==> config.mk <==
export PLATFORM = sky130hd
export DESIGN_NAME = nnis_div
export DESIGN_NICKNAME = d
export VERILOG_FILES = /design/src/hw/rtl/nnis_pkg.sv /design/src/hw/rtl/nnis_div.sv
export SDC_FILE = /design/constraint.sdc
export NUM_CORES = 1
export LEC_CHECK = 0
export ABC_AREA = 1
export BUFFER_PORTS_ARGS = -buffer_cell sky130_fd_sc_hd__buf_4
export CORE_MARGIN = 2
export CORE_UTILIZATION = 46
export CTS_BUF_LIST = sky130_fd_sc_hd__clkbuf_4 sky130_fd_sc_hd__clkbuf_8 sky130_fd_sc_hd__clkbuf_16
export DETAILED_ROUTE_END_ITERATION = 12
export HOLD_SLACK_MARGIN = 0.08
export PLACE_DENSITY = 0.7
export RECOVER_POWER = 25
export SYNTH_ARGS = -nofsm -noshare
export SYNTH_HDL_FRONTEND = slang
export SYNTH_SLANG_ARGS = --single-unit
export TNS_END_PERCENT = 20
==> constraint.sdc <==
create_clock -name clk -period 1.99 [get_ports clk]
set_clock_uncertainty 0.1 [all_clocks]
set_input_delay 0.398 -clock clk [delete_from_list [all_inputs] [get_ports clk]]
set_output_delay 0.398 -clock clk [all_outputs]
set_load 0.02 [all_outputs]
==> src/hw/rtl/nnis_pkg.sv <==
// ----------------------------------------------------------------------------
// nnis_pkg
// Shared widths, codes, types and helpers of the nearest-neighbour scaler.
// ----------------------------------------------------------------------------
package nnis_pkg;

    localparam int DEF_MAX_WIDTH  = 256;
    localparam int DEF_MAX_HEIGHT = 256;
    localparam int COLOR_CHANNELS = 3;

    localparam int SAMPLE_W   = 8;
    localparam int COORD_W    = 8;
    localparam int SIZE_W     = 9;
    localparam int PIXEL_W    = SAMPLE_W * COLOR_CHANNELS;
    localparam int DIVIDEND_W = COORD_W + SIZE_W;
    localparam int QUOT_W     = SIZE_W;
    localparam int DIV_CNT_W  = $clog2(QUOT_W + 1);

    localparam int APB_ADDR_W = 4;
    localparam int APB_DATA_W = 32;

    localparam logic [SIZE_W-1:0] RST_SRC_W = SIZE_W'(256);
    localparam logic [SIZE_W-1:0] RST_SRC_H = SIZE_W'(256);
    localparam logic [SIZE_W-1:0] RST_TGT_W = SIZE_W'(128);
    localparam logic [SIZE_W-1:0] RST_TGT_H = SIZE_W'(128);

    localparam logic OP_WRITE = 1'b0;
    localparam logic OP_READ  = 1'b1;

    typedef enum logic [1:0] {
        REG_SRC_W,
        REG_SRC_H,
        REG_TGT_W,
        REG_TGT_H
    } reg_idx_t;

    // source sizes already clamped to the store
    typedef struct packed {
        logic [SIZE_W-1:0] src_w;
        logic [SIZE_W-1:0] src_h;
        logic [SIZE_W-1:0] tgt_w;
        logic [SIZE_W-1:0] tgt_h;
    } cfg_t;

    typedef struct packed {
        logic busy;
        logic done;
    } div_stat_t;

    function automatic logic [SIZE_W-1:0] clamp_size(
        input logic [SIZE_W-1:0] v,
        input int unsigned       limit
    );
        logic [SIZE_W-1:0] r;
        r = v;
        if (v == '0)
            r = SIZE_W'(1);
        else if (32'(v) > limit)
            r = SIZE_W'(limit);
        return r;
    endfunction

endpackage

==> src/hw/rtl/nnis_div.sv <==
// ----------------------------------------------------------------------------
// nnis_div
// Bit-serial restoring divider, one quotient bit per cycle.
// ----------------------------------------------------------------------------
module nnis_div (
    input  logic                              clk,
    input  logic                              rst_n,
    input  logic                              start,
    input  logic [nnis_pkg::DIVIDEND_W-1:0]   dividend,
    input  logic [nnis_pkg::SIZE_W-1:0]       divisor,
    output logic [nnis_pkg::QUOT_W-1:0]       quot,
    output nnis_pkg::div_stat_t               stat
);

    localparam int LOW_W = nnis_pkg::QUOT_W;
    localparam int REM_W = nnis_pkg::SIZE_W;

    logic                           busy_reg;
    logic                           done_reg;
    logic [nnis_pkg::DIV_CNT_W-1:0] cnt_reg;
    logic [REM_W-1:0]               rem_reg;
    logic [LOW_W-1:0]               low_reg;
    logic [nnis_pkg::QUOT_W-1:0]    quot_reg;
    logic [REM_W-1:0]               div_reg;

    logic [REM_W:0]                 trial;
    logic [REM_W:0]                 diff;
    logic                           ge;
    logic [REM_W-1:0]               rem_next;

    // quotient fits in QUOT_W bits, so the top dividend bits start below the divisor
    assign trial    = {rem_reg, low_reg[LOW_W-1]};
    assign ge       = trial >= {1'b0, div_reg};
    assign diff     = trial - {1'b0, div_reg};
    assign rem_next = ge ? diff[REM_W-1:0] : trial[REM_W-1:0];

    always_ff @(posedge clk or negedge rst_n)
    begin
        if (!rst_n)
        begin
            busy_reg <= 1'b0;
            done_reg <= 1'b0;
            cnt_reg  <= '0;
        end
        else
        begin
            done_reg <= 1'b0;
            if (start)
            begin
                busy_reg <= 1'b1;
                cnt_reg  <= '0;
            end
            else if (busy_reg)
            begin
                cnt_reg <= cnt_reg + 1'b1;
                if (cnt_reg == nnis_pkg::DIV_CNT_W'(nnis_pkg::QUOT_W - 1))
                begin
                    busy_reg <= 1'b0;
                    done_reg <= 1'b1;
                end
            end
        end
    end

    always_ff @(posedge clk)
    begin
        if (start)
        begin
            rem_reg <= REM_W'(dividend[nnis_pkg::DIVIDEND_W-1:LOW_W]);
            low_reg <= dividend[LOW_W-1:0];
            div_reg <= divisor;
        end
        else if (busy_reg)
        begin
            rem_reg  <= rem_next;
            low_reg  <= {low_reg[LOW_W-2:0], 1'b0};
            quot_reg <= {quot_reg[nnis_pkg::QUOT_W-2:0], ge};
        end
    end

    assign quot      = quot_reg;
    assign stat.busy = busy_reg;
    assign stat.done = done_reg;

endmodule

# Yosys cells after proc, flatten, opt, wreduce, memory -nomap -nowiden
# Index checks and enable logic that the tools add are counted.
# Widths: inputs -> output; s select.
[word_totals] regBits=42 inputBits=29 wordCells=28
[classes] add_sub_neg=2 n_lt_le_gt_ge=1 eq_ne=1 mux=13 n_bitwise=1 reduce_logical=2
[op_table] cell="$mux 9" count=3
[op_table] cell="$mux 8" count=2
[op_table] cell="$ge 10x9->1" count=1
[op_table] cell="$sub 9x9->9" count=1
[op_table] cell="$mux 4" count=2
[op_table] cell="$mux 1" count=6
[op_table] cell="$add 4x1->4 const B" count=1
[op_table] cell="$eq 4x4->1 const B" count=1
[op_table] cell="$reduce_and 2->1" count=1
[op_table] cell="$reduce_bool 2->1" count=1
[op_table] cell="$not 1->1" count=1

# Longest topological paths before layout
[depth] word_depth=4 depth_mapped=13

# Worst setup path before layout
# Ideal clock, no wire load.
[synth_path] kind="register -> register" start="register low_reg[8]" end="register rem_reg[0], data pin" setup_time_ps=254 arrival_ps=1648 setup_slack_ps=-12 stages_incl_launch_ff=13 n_path_buf=0 path_cell_list="edfxtp_1 > inv_1 > ha_1 > inv_1 > fa_1 > nand3_1 > nand3_1 > nand2_2 > nand2_2 > nand2_4 > nand3_1 > nand3_1 > nand2_1"
[synth_via] elab_chain_len=4 word_cells_on_any_way=5 cone_classes="add/sub (1); order compare (1); mux (3)"
[synth_lines] element="start: declaration" line="nnis_div.sv:22" text="logic [LOW_W-1:0] low_reg;"
[synth_lines] element="start signal: assignment" line="nnis_div.sv:70" text="low_reg <= dividend[LOW_W-1:0];"
[synth_lines] element="start signal: assignment" line="nnis_div.sv:76" text="low_reg <= {low_reg[LOW_W-2:0], 1'b0};"
[synth_lines] element="$sub 9x9->9 / $ge 10x9->1 (equally long branches)" line="nnis_div.sv:34, nnis_div.sv:33"
[synth_lines] element="$mux 9 (*)" line="nnis_div.sv:35" text="assign rem_next = ge ? diff[REM_W-1:0] : trial[REM_W-1:0];"
[synth_lines] element="$mux 8 (*)" line="nnis_div.sv:73" text="else if (busy_reg)"
[synth_lines] element="$mux 8 (*)" line="nnis_div.sv:67" text="if (start)"
[synth_lines] element="end signal: assignment" line="nnis_div.sv:69" text="rem_reg <= REM_W'(dividend[nnis_pkg::DIVIDEND_W-1:LOW_W]);"
[synth_lines] element="end signal: assignment" line="nnis_div.sv:75" text="rem_reg <= rem_next;"
[synth_lines] element="end: declaration" line="nnis_div.sv:21" text="logic [REM_W-1:0] rem_reg;"
# Mark *: on every way between the ends. The rest lies on a longest branch, timed or not. The select of a mux whose other input is x is not followed.
# A chain may end at the register's enable or synchronous reset.

# Worst setup path after layout
# Same ends and word-level chain as after synthesis.

==> metrics.txt <==
I/O Buffers 39; layout cells sized above 1 0.290; final hold vios 0; hold_sp divisor[2]; prevailing post-synth register cell edfxtp_1; CTS tree done; post-DP HPWL 3.18 mm; slowest stage delay, CP roughly 380 ps; most common cell after layout, fill and taps aside nand2_1; Max FO, Critical Path 5; pre-CTS setup slack -92.2 ps; Num CTS Buffers 5; CP max stage cell edfxtp_1; Syn Nets 277; vias 1710; #FFs+latches synth 42; Ant. Diodes 0; share of the clock period used by the worst path 1.04; fmax 481 MHz; die area 5380 sq um; first-pass GRT wire length 7.03 mm; worst skew pair latency about 300 ps; Initial Utilization 0.471; Final #Nets 330; Leakage Power roughly 1.4 nW; status complete, but fails checks; synth unique cells 28; drt first pass iters 4; Area growth, synth to finish 29.2%; grt ovf 0; Avg Inst Size Synth 9.37 sq um; R2R setup slack -90 ps; most frequent cells in the layout nand2_1, buf_4, inv_1, edfxtp_1, nand3_1; CTS clock-pin slew for the worst setup and hold paths 80 ps; Placer Congestion 0.866; Worst Hold Slack about 200 ps; Post-DRT Antenna Nets 0; number of global-route vias before repair 1598; drc violations 0; synth warn 0; Crit Path Class flip-flop to flip-flop; Starting DRT DRC Count 88; Setup WS post-layout -86.9 ps; Max Cap Viol 0; Req. time, crit path 1940 ps; Largest delay share family, worst path simple AND/OR/NAND/NOR gates; # rows 25; gr usage total 0.176; core area 4690 sq um; Die W 73.3 microns; pin slew with the least headroom to its limit 459 ps; reg2reg end rem_reg[0]; R2R cell count 12; Post-synth EDFFs 35; CTS HTree Levels 2; WP data arrival 2030 ps; Hold Crit Depth 1; Final Max Slew Viols 0; dpl cells 331; initial antenna violation count 0; failing checks negative setup slack; top-level port count 40; root buffer cell clkbuf_8; type of the tightest min-delay check input port to flip-flop; Die H between 70 and 80 microns; pin count of the biggest net entering global routing 23; crit-path cells inv_2, ha_4, inv_2, fa_2, nand3_2, nand3_2, nand2_2, nand2_4, nand2_8, nand3_1, nand3_1, nand2_1; Async SR Flop Fraction 0.143; Power Density 1240 nW/um^2; RR Startpoint low_reg[8]; Final setup viols 8; Max VDD drop between 0.5 and 0.6 mV; TritonCTS Sinks 42; fill cell count a little over 400; Clock Path Buffers 2; Worst Path Buf+Inv 2; Tot Pwr around 3.5 mW; vias per cell a little under 5; total detailed-routing wirelength 4.47 mm; crit start category flip-flop; unrepaired setup endpoints after global routing yes; Post-Syn Area 2210 sq um; register area share after synthesis 0.552; slew margin rel. 0.693; CP endpoint kind flip-flop; Finished Layout Cells 344; fin crit period between 2000 and 2500 ps; DR WL/cell 13.0 microns; Syn Inst Count between 200 and 250; Hold EP div_reg[2]
-- metrics by stage --
stage / TNS, ps / utilization / cell area, sq um
global route: -1220 / 0.609 / 2860
detailed placement: -490 / 0.554 / 2600
global placement: -81.2 / 0.554 / 2600
CTS: -6.95 / 0.594 / 2790
floorplan: 0 / - / 2210
finish: -412 / 0.609 / 2860
-- worst max path at each step --
stage / from / endpoint / slack (ps) / cells past startpoint
CTS: low_reg[8] / rem_reg[0] / -3 / 12
detailed placement: low_reg[8] / rem_reg[7] / -90 / 12
global placement: low_reg[8] / rem_reg[7] / -30 / 12
finish: low_reg[8] / rem_reg[0] / -90 / 12
global route: low_reg[8] / rem_reg[0] / -180 / 12
floorplan: low_reg[8] / rem_reg[0] / 40 / 12
-- cell usage after synthesis (2+ instances only) --
cell,number,area share
nand2_1,82,0.14
inv_1,37,0.063
edfxtp_1,35,0.48
nand3_1,21,0.048
ha_1,11,0.062
dfrtp_1,6,0.068
nor2_1,5,0.0085
o21ai_0,5,0.011
a21oi_1,4,0.0091
nand2_2,4,0.011
nand4_1,4,0.011
nand3b_1,3,0.010
buf_2,2,0.0045
buf_4,2,0.0068
xnor2_1,2,0.0079
-- routing by layer --
metal	wire, microns	GRT usage	up-vias
met4	150	0.0909	0
li1	-	-	865
met1	1940	0.227	776
met3	248	0.0439	16
met2	2130	0.276	53
met5	0	0	-
-- layout make-up --
class	instances	area (sq um)	share of cell area
timing repair buffer	50	374	0.131
clock inverter	1	30.0	0.0105
tap	54	67.6	0.0236
clock buffer	7	90.1	0.0315
inverter	38	143	0.0499
sequential	42	1220	0.427
multi-input combinational	152	932	0.326
-- power by group --
group	switching, mW	leakage, nW	internal [mW]
Clock	0.283	0.0619	0.423
Sequential	0.101	0.446	1.14
Combinational	0.931	0.883	0.650
-- cells by family (layout without fill, tap and decap cells) --
kind of cell               after synthesis  in the layout  share of synthesized area
buffers and inverters                   43             96                     0.0775
and+or+nand+nor                        125            126                      0.256
DFF                                     42             42                      0.552
AOI/OAI and AO/OA                       11             11                     0.0317
xor gates and xnor gates                 3              3                     0.0119
adders and majority gates               12             12                     0.0713
-- repair_timing --
action / in CTS / in global routing
gates resized for setup: 7 / 13
endpoints found under the hold margin: 6 / 0
setup buffers: 2 / 1
setup endpoints to repair: 8 / 9
cloned: 1 / 0
pin swaps: 3 / 12
hold buffers: 1 / 0
Note: power is estimated with default switching activity, not from simulation.
