$ cat config.mk
export PLATFORM = sky130hd
export DESIGN_NAME = nnis_cfg
export DESIGN_NICKNAME = d
export VERILOG_FILES = /design/src/hw/rtl/nnis_pkg.sv /design/src/hw/rtl/nnis_cfg.sv
export SDC_FILE = /design/constraint.sdc
export NUM_CORES = 1
export LEC_CHECK = 0
export BUFFER_PORTS_ARGS = -buffer_cell sky130_fd_sc_hd__buf_2
export CAP_MARGIN = 20
export CORE_MARGIN = 4
export CORE_UTILIZATION = 48
export CTS_CLUSTER_DIAMETER = 120
export DETAILED_ROUTE_END_ITERATION = 16
export PLACE_DENSITY = 0.95
export SYNTH_ARGS = -nofsm -noshare
export SYNTH_HDL_FRONTEND = slang
export SYNTH_SLANG_ARGS = --single-unit
$ cat constraint.sdc
create_clock -name clk -period 1.9 [get_ports clk]
set_input_delay 0.19 -clock clk [delete_from_list [all_inputs] [get_ports clk]]
set_output_delay 0.19 -clock clk [all_outputs]
set_load 0.01 [all_outputs]
$ cat src/hw/rtl/nnis_pkg.sv
// ----------------------------------------------------------------------------
// nnis_pkg
// Shared widths, codes, types and helpers of the nearest-neighbour scaler.
// ----------------------------------------------------------------------------
package nnis_pkg;

    localparam int DEF_MAX_WIDTH  = 256;
    localparam int DEF_MAX_HEIGHT = 256;
    localparam int COLOR_CHANNELS = 3;

    localparam int SAMPLE_W   = 8;
    localparam int COORD_W    = 8;
    localparam int SIZE_W     = 9;
    localparam int PIXEL_W    = SAMPLE_W * COLOR_CHANNELS;
    localparam int DIVIDEND_W = COORD_W + SIZE_W;
    localparam int QUOT_W     = SIZE_W;
    localparam int DIV_CNT_W  = $clog2(QUOT_W + 1);

    localparam int APB_ADDR_W = 4;
    localparam int APB_DATA_W = 32;

    localparam logic [SIZE_W-1:0] RST_SRC_W = SIZE_W'(256);
    localparam logic [SIZE_W-1:0] RST_SRC_H = SIZE_W'(256);
    localparam logic [SIZE_W-1:0] RST_TGT_W = SIZE_W'(128);
    localparam logic [SIZE_W-1:0] RST_TGT_H = SIZE_W'(128);

    localparam logic OP_WRITE = 1'b0;
    localparam logic OP_READ  = 1'b1;

    typedef enum logic [1:0] {
        REG_SRC_W,
        REG_SRC_H,
        REG_TGT_W,
        REG_TGT_H
    } reg_idx_t;

    // source sizes already clamped to the store
    typedef struct packed {
        logic [SIZE_W-1:0] src_w;
        logic [SIZE_W-1:0] src_h;
        logic [SIZE_W-1:0] tgt_w;
        logic [SIZE_W-1:0] tgt_h;
    } cfg_t;

    typedef struct packed {
        logic busy;
        logic done;
    } div_stat_t;

    function automatic logic [SIZE_W-1:0] clamp_size(
        input logic [SIZE_W-1:0] v,
        input int unsigned       limit
    );
        logic [SIZE_W-1:0] r;
        r = v;
        if (v == '0)
            r = SIZE_W'(1);
        else if (32'(v) > limit)
            r = SIZE_W'(limit);
        return r;
    endfunction

endpackage

$ cat src/hw/rtl/nnis_cfg.sv
// ----------------------------------------------------------------------------
// nnis_cfg
// APB register file holding the source and target image sizes.
// ----------------------------------------------------------------------------
module nnis_cfg #(
    parameter int MAX_WIDTH  = nnis_pkg::DEF_MAX_WIDTH,
    parameter int MAX_HEIGHT = nnis_pkg::DEF_MAX_HEIGHT
) (
    input  logic                              clk,
    input  logic                              rst_n,
    input  logic                              psel,
    input  logic                              penable,
    input  logic                              pwrite,
    input  logic [nnis_pkg::APB_ADDR_W-1:0]   paddr,
    input  logic [nnis_pkg::APB_DATA_W-1:0]   pwdata,
    output logic [nnis_pkg::APB_DATA_W-1:0]   prdata,
    output logic                              pready,
    output nnis_pkg::cfg_t                    cfg
);

    logic [nnis_pkg::SIZE_W-1:0] src_w_reg;
    logic [nnis_pkg::SIZE_W-1:0] src_h_reg;
    logic [nnis_pkg::SIZE_W-1:0] tgt_w_reg;
    logic [nnis_pkg::SIZE_W-1:0] tgt_h_reg;
    nnis_pkg::reg_idx_t          idx;
    logic                        wr_en;

    assign idx    = nnis_pkg::reg_idx_t'(paddr[3:2]);
    assign wr_en  = psel && penable && pwrite && pready;
    assign pready = 1'b1;

    always_ff @(posedge clk or negedge rst_n)
    begin
        if (!rst_n)
        begin
            src_w_reg <= nnis_pkg::RST_SRC_W;
            src_h_reg <= nnis_pkg::RST_SRC_H;
            tgt_w_reg <= nnis_pkg::RST_TGT_W;
            tgt_h_reg <= nnis_pkg::RST_TGT_H;
        end
        else if (wr_en)
        begin
            unique case (idx)
                nnis_pkg::REG_SRC_W: src_w_reg <= pwdata[nnis_pkg::SIZE_W-1:0];
                nnis_pkg::REG_SRC_H: src_h_reg <= pwdata[nnis_pkg::SIZE_W-1:0];
                nnis_pkg::REG_TGT_W: tgt_w_reg <= pwdata[nnis_pkg::SIZE_W-1:0];
                nnis_pkg::REG_TGT_H: tgt_h_reg <= pwdata[nnis_pkg::SIZE_W-1:0];
            endcase
        end
    end

    always_comb
    begin
        unique case (idx)
            nnis_pkg::REG_SRC_W: prdata = nnis_pkg::APB_DATA_W'(src_w_reg);
            nnis_pkg::REG_SRC_H: prdata = nnis_pkg::APB_DATA_W'(src_h_reg);
            nnis_pkg::REG_TGT_W: prdata = nnis_pkg::APB_DATA_W'(tgt_w_reg);
            nnis_pkg::REG_TGT_H: prdata = nnis_pkg::APB_DATA_W'(tgt_h_reg);
        endcase
    end

    assign cfg.src_w = nnis_pkg::clamp_size(src_w_reg, MAX_WIDTH);
    assign cfg.src_h = nnis_pkg::clamp_size(src_h_reg, MAX_HEIGHT);
    assign cfg.tgt_w = tgt_w_reg;
    assign cfg.tgt_h = tgt_h_reg;

endmodule

Word-level counts from Yosys, hierarchy flattened. Cells that the tools add are included.

Add/subtract/negate cells: 0. $mul: 0. Divide/modulo/power cells: 0. $lt $le $gt $ge: 2. Equal/unequal tests: 3. Shifts and indexed selects: 0. Mux-type cells: 5. Bitwise logic cells: 0. Reduce and logical (&&, ||, !) cells: 9.

Operator list (number): one-hot mux 32 bit (4 select lines) (1); two-way mux 9 bit (4); greater-than comparator 9 bit, second input constant (2); zero test 9 bit (2); AND reduction 2 bit (4); == test 2 bit, second input constant (2); == test 2 x 1 -> 1 bit, second input constant (1); logical AND 1 bit (2); zero test 2 bit (1).

Register bits after elaboration: 36. Bits in latches: 0. RAM bits: 0. Bits in read-only memories: 0. Bits of input ports: 41. Output and inout port bits: 69. Word-level logic and storage cells: 23. Memories: 0.

Longest topological paths before layout. Gate-level depths: netlist of the first run.

Word-level depth: 3. Depth in mapped cells: 4. Gate-level depth less buffers: 3.

Worst setup path after synthesis of the first run. Ideal clock, no wire load.

Path type: flip-flop to output port. From: register src_h_reg[8] in the netlist's numbering. To: output prdata[8] in the netlist's numbering. Arrival: 1.075 ns. Required time: 1.710 ns. Slack: 0.635 ns. Cell stages (with the launch flop): 3. Path buffers: 1. Cells stage by stage: dfstp_2 clkbuf_1 mux4_2.

Cells in the longest elaborated chain, start to end: 1.

RTL lines: from (decl) (line nnis_cfg.sv:22) `logic [nnis_pkg::SIZE_W-1:0] src_h_reg;`; from (signal assigned) (line nnis_cfg.sv:37) `src_h_reg <= nnis_pkg::RST_SRC_H;`; from (signal assigned) (line nnis_cfg.sv:45) `nnis_pkg::REG_SRC_H: src_h_reg <= pwdata[nnis_pkg::SIZE_W-1:0];`; one-hot mux 32 bit (4 select lines) (line nnis_cfg.sv:54) `unique case (idx)`; to (decl) (line nnis_cfg.sv:16) `output logic [nnis_pkg::APB_DATA_W-1:0] prdata,`.

No other way between the ends. The select of a mux whose other input is x is not followed.

==> run_results.csv, run 1 <==
group,metric,value,unit
routing,postRouteAntennaNets,0,
worst_setup_path,cp_data_arrival_time,1.39,ns
sta,setup_violations,0,
clock_tree,post_cts_buffers,0,
floorplan,pin_count,110,
global_route,grt_max_degree,37,
worst_setup_path,cp-startpoint,"src_h_reg[4]",
synthesis,yosysTopAreaCell,"dfrtp_1",
worst_setup_path,r2r_slack,0.99,ns
worst_setup_path,worstPathRequired,1.71,ns
worst_setup_path,r2r_end,"src_w_reg[8]",
clock_tree,cts_tree,"done",
clock_tree,cts_buffers,5,
synthesis,synth_edf_count,0,
synthesis,synth_top_cells_by_area,"dfrtp_1 41%, mux2_2 15%, mux4_2 10%",
worst_setup_path,rr_worst_depth,1,
routing,postRouteWirelength,4166,um
synthesis,synthCells,144,
pwr,finalPower,2606,uW
synthesis,netlist_top_cells_count,"32 x dfrtp_1, 26 x mux2_2, 25 x buf_4, 14 x nor2b_1",
global_route,grt_use_total,16.70,%
worst_setup_path,crit_path_end,"cfg[18]",
floorplan,initial_utilization,51.52,%
sta,slew_viol_final,0,
synthesis,yosysSeqAreaShare,46.29,%
pwr,powerDensity,1129,nW/um2
clock_tree,cts-root-buf,"clkbuf_8",
worst_hold_path,min_from,"pwdata[6]",
worst_setup_path,cp_max_fo,4,
pwr,ir_worst_vdd,0.7726,mV
clock_tree,cts_max_level,2,
flow_run,cap_violations,0,
placed_design,numPortBuffers,60,
placed_design,hpwl,3119,um
synthesis,yosys.area.top_type_share,40.92,%
synthesis,synth.most_common_cell,"dfrtp_1",
sta,finalCriticalPeriod,1.580,ns
cells_and_area,fin_nets,245,
cells_and_area,n_antenna_cell,0,
worst_setup_path,endpoint_kind,"output pin",
run_status,outcome,"complete, no violations",
pwr,leakagePower,0.001161,uW
floorplan,core,3799,um2
routing,drt_iter0_markers,20,
sta,maxClockFrequency,632.7,MHz
clock_tree,cts_sinks,36,
routing,dr.pass1.iters,2,
worst_setup_path,crit_path_start_kind,"flip-flop",
floorplan,die_y,71.85,um
synthesis,synth_ff_type,"dfrtp_1",
sta,clock_skew,0,ns
clock_tree,cts_buffer_depth,2,
routing,drcViolationCount,0,
clock_tree,insertion_delay,0.28,ns
sta,setup_tns,0,ns
floorplan,rows,22,
synthesis,syn_area,1957,um2
synthesis,async_flop_share,100.0,%
global_route,antenna_found_initial,0,
routing,wl_per_cell,16.47,um
cells_and_area,drive_gt1_share,58.54,%
synthesis,ys_ff_latch,36,
synthesis,ys_types,23,
worst_setup_path,worstReg2RegStart,"src_w_reg[8]",
routing,vias,1301,
placed_design,gp_congestion,0.7945,
floorplan,die-area,5162,um2
worst_setup_path,criticalPathCategory,"flip-flop to output pin",
sta,maxSlewHeadroom,47.58,%
sta,tightest_slew,0.7863,ns
cells_and_area,nFillCells,308,
floorplan,die_x,71.85,um
worst_hold_path,hp-class,"input pin to flip-flop",
sta,final_hold_viol_count,0,
global_route,grt_pass1_vias,1310,
clock_tree,clkSlewWorstSetupHoldPaths,0.07,ns
sta,rsz0062_at_grt,"false",
routing,avgViaCountPerCell,5.142,
cells_and_area,area_growth,17.97,%
synthesis,yosysWarnings,0,
sta,finalCritPeriodShare,83.18,%
synthesis,syn_avg_cell_area,13.59,um2
global_route,grt_first_pass_wirelength,6492,um
global_route,grt_overflow,0,
==> stage by stage <==
stage	setup WS [ns]	util (%)	area, um2	cells	hold slack [ns]
after floorplan	0.6348	-	2039	166	-0.1056
after global placement	0.3033	57.67	2191	244	0.3088
after detailed placement	0.2565	57.67	2191	244	0.3116
after CTS	0.2609	60.77	2308	253	0.1645
after global routing	0.1961	60.77	2308	253	0.1737
final	0.3195	60.77	2308	253	0.1771
==> per-layer routing <==
layer / GRT usage, % / wire (um)
met3: 5.189 / 347
met2: 29.08 / 2144
met4: 5.010 / 37
met5: 0 / 0
met1: 19.69 / 1637
==> placed cells by master, fill, tap and decap left out <==
cell type,netlist,routed
buf_2,2,60
dfrtp_1,32,32
mux2_2,26,26
conb_1,2,24
nor2b_1,14,14
mux4_2,9,9
mux2_4,9,9
clkbuf_8,0,5
dfstp_2,4,4
nor4_1,2,2
nor3_1,2,2
a21oi_1,2,2
nor2_1,2,2
buf_4,25,2
nand3_1,1,1
nor3_4,1,1
inv_2,1,1
or3_1,1,1
nand4_1,1,1
nor2_2,1,1
or2_1,1,1
mux2_1,1,1
clkbuf_1,4,1
clkinv_2,0,1
bufinv_16,0,1
dlygate4sd3_1,0,1
==> worst max-delay path: stages, from the launching register on <==
cell     delay [ns]
dfrtp_1        0.42
nor4_1         0.33
a21oi_1        0.11
nor2_1         0.11
buf_2          0.14
==> where the power goes <==
part	switching, uW	internal, uW	leakage (uW)	total [uW]
Sequential	176	962	0.000434	1140
Clock	263	389	0.0000552	652
Combinational	368	447	0.000672	815
==> worst min-delay path by stage <==
stage | end | slack, ns | cells after the start
final | src_h_reg[6] | 0.18 | 2
after global routing | tgt_h_reg[8] | 0.17 | 2
after CTS | src_h_reg[6] | 0.16 | 2
after detailed placement | src_w_reg[7] | 0.31 | 1
after global placement | tgt_h_reg[3] | 0.31 | 1
after floorplan | src_h_reg[0] | -0.11 | 0
==> logic make-up after synthesis <==
group                  Yosys count  synth area share (%)
DFF                             36                 46.29
muxes                           45                 32.80
other                            2                0.3838
AOI/OAI and AO/OA                2                0.5115
and+or+nand+nor                 26                 8.377
buffers and inverters           33                 11.64
==> final cells by class <==
class / instances / area, um2 / share of cell area, %
clock buffer: 6 / 72.57 / 3.144
inverter: 1 / 3.754 / 0.1626
tap: 48 / 60.06 / 2.602
timing repair buffer: 63 / 325.3 / 14.09
multi-input combinational: 97 / 905.9 / 39.24
clock inverter: 2 / 35.03 / 1.518
sequential: 36 / 905.9 / 39.24
==> repair_timing <==
item / in CTS / in global routing
hold buffers: 1 / 0
resized for setup: 0 / 0
hold endpoints to repair: 24 / 0
Note: power is estimated with default switching activity, not from simulation.
==> run 2, diff against run 1 <==
- ABC_AREA: default -> 1
- CORE_UTILIZATION: 48 -> 45
- PLACE_DENSITY: 0.95 -> 0.89
- clock period: 1.9 -> 1.5 ns (I/O delays scaled with it)
==> run 2 against run 1 <==
  * The flow now finishes with violations (setup timing)
  * Non-clock buffer count rose by 18
  * Cell area increased by 11%
  * Synthesized area up 5.4%
  * Final cell count grew 56%
  * Setup slack worse by 0.35 ns
  * Worst hold slack worse by 0.066 ns
  * Total power is 33% higher
  * Via count rose by 49%
  * Sequential share of layout area down 4.0 points
  * Routed wire length rose by 28%
  * Sequential power is 25% higher
  * Critical endpoint is now cfg[24]
  * Count of clock-buffer cells in the layout is the same
==> run_results.csv, run 2 <==
group,metric,value,unit
synthesis,synth_top_cells_by_area,"dfrtp_1 39%, nand2_1 13%, o21ai_0 8.7%",
cells_and_area,n_antenna_cell,0,
worst_setup_path,cp_max_fo,5,
sta,slew_viol_final,0,
sta,maxClockFrequency,651.4,MHz
clock_tree,cts-root-buf,"clkbuf_8",
cells_and_area,final_cell_mix,"71 x nand2_1, 59 x buf_2, 36 x inv_1",
sta,setup_violations,7,
routing,wl_per_cell,13.55,um
global_route,grt_max_degree,37,
clock_tree,cts_buffers,5,
worst_setup_path,crit_path_start_kind,"flip-flop",
sta,final_hold_viol_count,0,
synthesis,synth_edf_count,0,
synthesis,netlist_top_cells_count,"72 x nand2_1, 38 x inv_1, 36 x o21ai_0, 32 x dfrtp_1, 27 x nor2_1",
floorplan,die-area,5729,um2
global_route,grt_pass1_vias,1756,
floorplan,rows,24,
floorplan,pin_count,110,
placed_design,numPortBuffers,60,
floorplan,die_y,75.69,um
routing,dr.pass1.iters,4,
worst_setup_path,cp_data_arrival_time,1.39,ns
synthesis,yosysSeqAreaShare,43.93,%
synthesis,synth_ff_type,"dfrtp_1",
sta,rsz0062_at_grt,"true",
placed_design,hpwl,3887,um
worst_hold_path,hp-class,"input pin to flip-flop",
placed_design,gp_congestion,0.8831,
routing,vias,1934,
routing,avgViaCountPerCell,4.909,
cells_and_area,drive_gt1_share,33.33,%
pwr,powerDensity,1351,nW/um2
worst_setup_path,criticalPathCategory,"flip-flop to output pin",
sta,clock_skew,0,ns
floorplan,core,4384,um2
synthesis,yosysWarnings,0,
sta,hold_ws,0.1106,ns
synthesis,async_flop_share,100.0,%
sta,worst_slack,-0.03522,ns
cells_and_area,nFillCells,380,
cells_and_area,area_growth,24.76,%
flow_run,cap_violations,0,
sta,finalCriticalPeriod,1.535,ns
synthesis,yosys.area.top_type_share,38.83,%
routing,drcViolationCount,0,
pwr,ir_worst_vdd,0.5610,mV
clock_tree,insertion_delay,0.29,ns
sta,maxSlewHeadroom,64.35,%
global_route,antenna_found_initial,0,
clock_tree,clkSlewWorstSetupHoldPaths,0.07,ns
worst_setup_path,worstPathRequired,1.35,ns
global_route,grt_first_pass_wirelength,8017,um
synthesis,ys_ff_latch,36,
clock_tree,cts_max_level,2,
clock_tree,cts_tree,"done",
routing,postRouteAntennaNets,0,
routing,drt_iter0_markers,128,
clock_tree,cts_buffer_depth,2,
cells_and_area,fin_nets,382,
pwr,leakagePower,0.001332,uW
cells_and_area,final_common_cell,"nand2_1",
sta,finalCritPeriodShare,102.3,%
clock_tree,cts_sinks,36,
synthesis,ys_types,17,
synthesis,syn_area,2062,um2
global_route,grt_overflow,0,
synthesis,yosysTopAreaCell,"dfrtp_1",
run_status,violations,"setup timing",
run_status,outcome,"finished with violations",
floorplan,die_x,75.69,um
worst_setup_path,endpoint_kind,"output pin",
pwr,finalPower,3476,uW
sta,tightest_slew,0.5330,ns
synthesis,synthCells,263,
routing,postRouteWirelength,5338,um
synthesis,syn_avg_cell_area,7.840,um2
global_route,grt_use_total,18.30,%
synthesis,synth.most_common_cell,"nand2_1",
floorplan,initial_utilization,47.03,%
## run 2: cell type report
class	count	area, um2	share of cell area [%]
timing repair buffer	81	479.2	18.63
clock inverter	2	35.03	1.362
tap	52	65.06	2.529
inverter	40	155.1	6.031
clock buffer	6	72.57	2.821
sequential	36	905.9	35.21
multi-input combinational	177	859.6	33.41
## run 2: cells by family after synthesis
kind of cell / after synthesis / share of synthesized area, %
and+or+nand+nor: 106 / 22.39
buffers and inverters: 72 / 19.90
AOI/OAI and AO/OA: 47 / 13.41
DFF: 36 / 43.93
other: 2 / 0.3642
## run 2: final timing paths
check	from	endpoint	slack, ns	cells after the start
setup / recovery	src_h_reg[5]	cfg[24]	-0.04	6
hold / removal	pwdata[7]	tgt_w_reg[7]	0.11	3
setup reg to reg	src_w_reg[8]	src_w_reg[8]	0.58	2
hold reg to reg	tgt_w_reg[7]	tgt_w_reg[7]	0.49	2
max in group asynchronous	rst_n	tgt_w_reg[7]	0.91	3
min in group asynchronous	rst_n	tgt_h_reg[4]	0.34	3
## run 2: metrics by stage
| step | TNS, ns | instances | setup slack, ns | util, % | cell area (um2) |
|---|---|---|---|---|---|
| 4_1_cts | -0.008221 | 384 | -0.008221 | 56.28 | 2467 |
| 6_report | -0.1695 | 394 | -0.03522 | 58.68 | 2572 |
| 5_1_grt | -1.130 | 394 | -0.1329 | 58.68 | 2572 |
| 2_1_floorplan | 0 | 285 | 0.3470 | - | 2145 |
| 3_5_place_dp | 0 | 370 | 0.1359 | 52.57 | 2305 |
| 3_3_place_gp | 0 | 370 | 0.1928 | 52.57 | 2305 |
## run 2: critical path: stages, from the launching register on
cell	delay, ns
dfrtp_1	0.42
nor2_2	0.11
nand2_2	0.08
o21ai_2	0.17
inv_2	0.08
nor2_1	0.09
buf_2	0.14
## run 2: what timing repair did
| action | 4_1_cts | 5_1_grt |
|---|---|---|
| pin swaps | 2 | 9 |
| hold buffers | 1 | 0 |
| setup buffers | 5 | 10 |
| resized for setup | 5 | 10 |
| endpoints found under the setup margin | 10 | 15 |
| hold endpoints to repair | 32 | 0 |
## run 2: where the power goes
part	total, uW	switching (uW)	internal (uW)
Clock	841	348	493
Combinational	1220	697	522
Sequential	1420	192	1220
## run 2: per-layer routing
metal | routed length, um | up-vias | track usage, %
met2 | 2747 | 103 | 30.68
met1 | 1989 | 894 | 22.10
met4 | 85 | 0 | 7.184
li1 | - | 925 | -
met5 | 0 | - | 0
met3 | 515 | 12 | 5.409
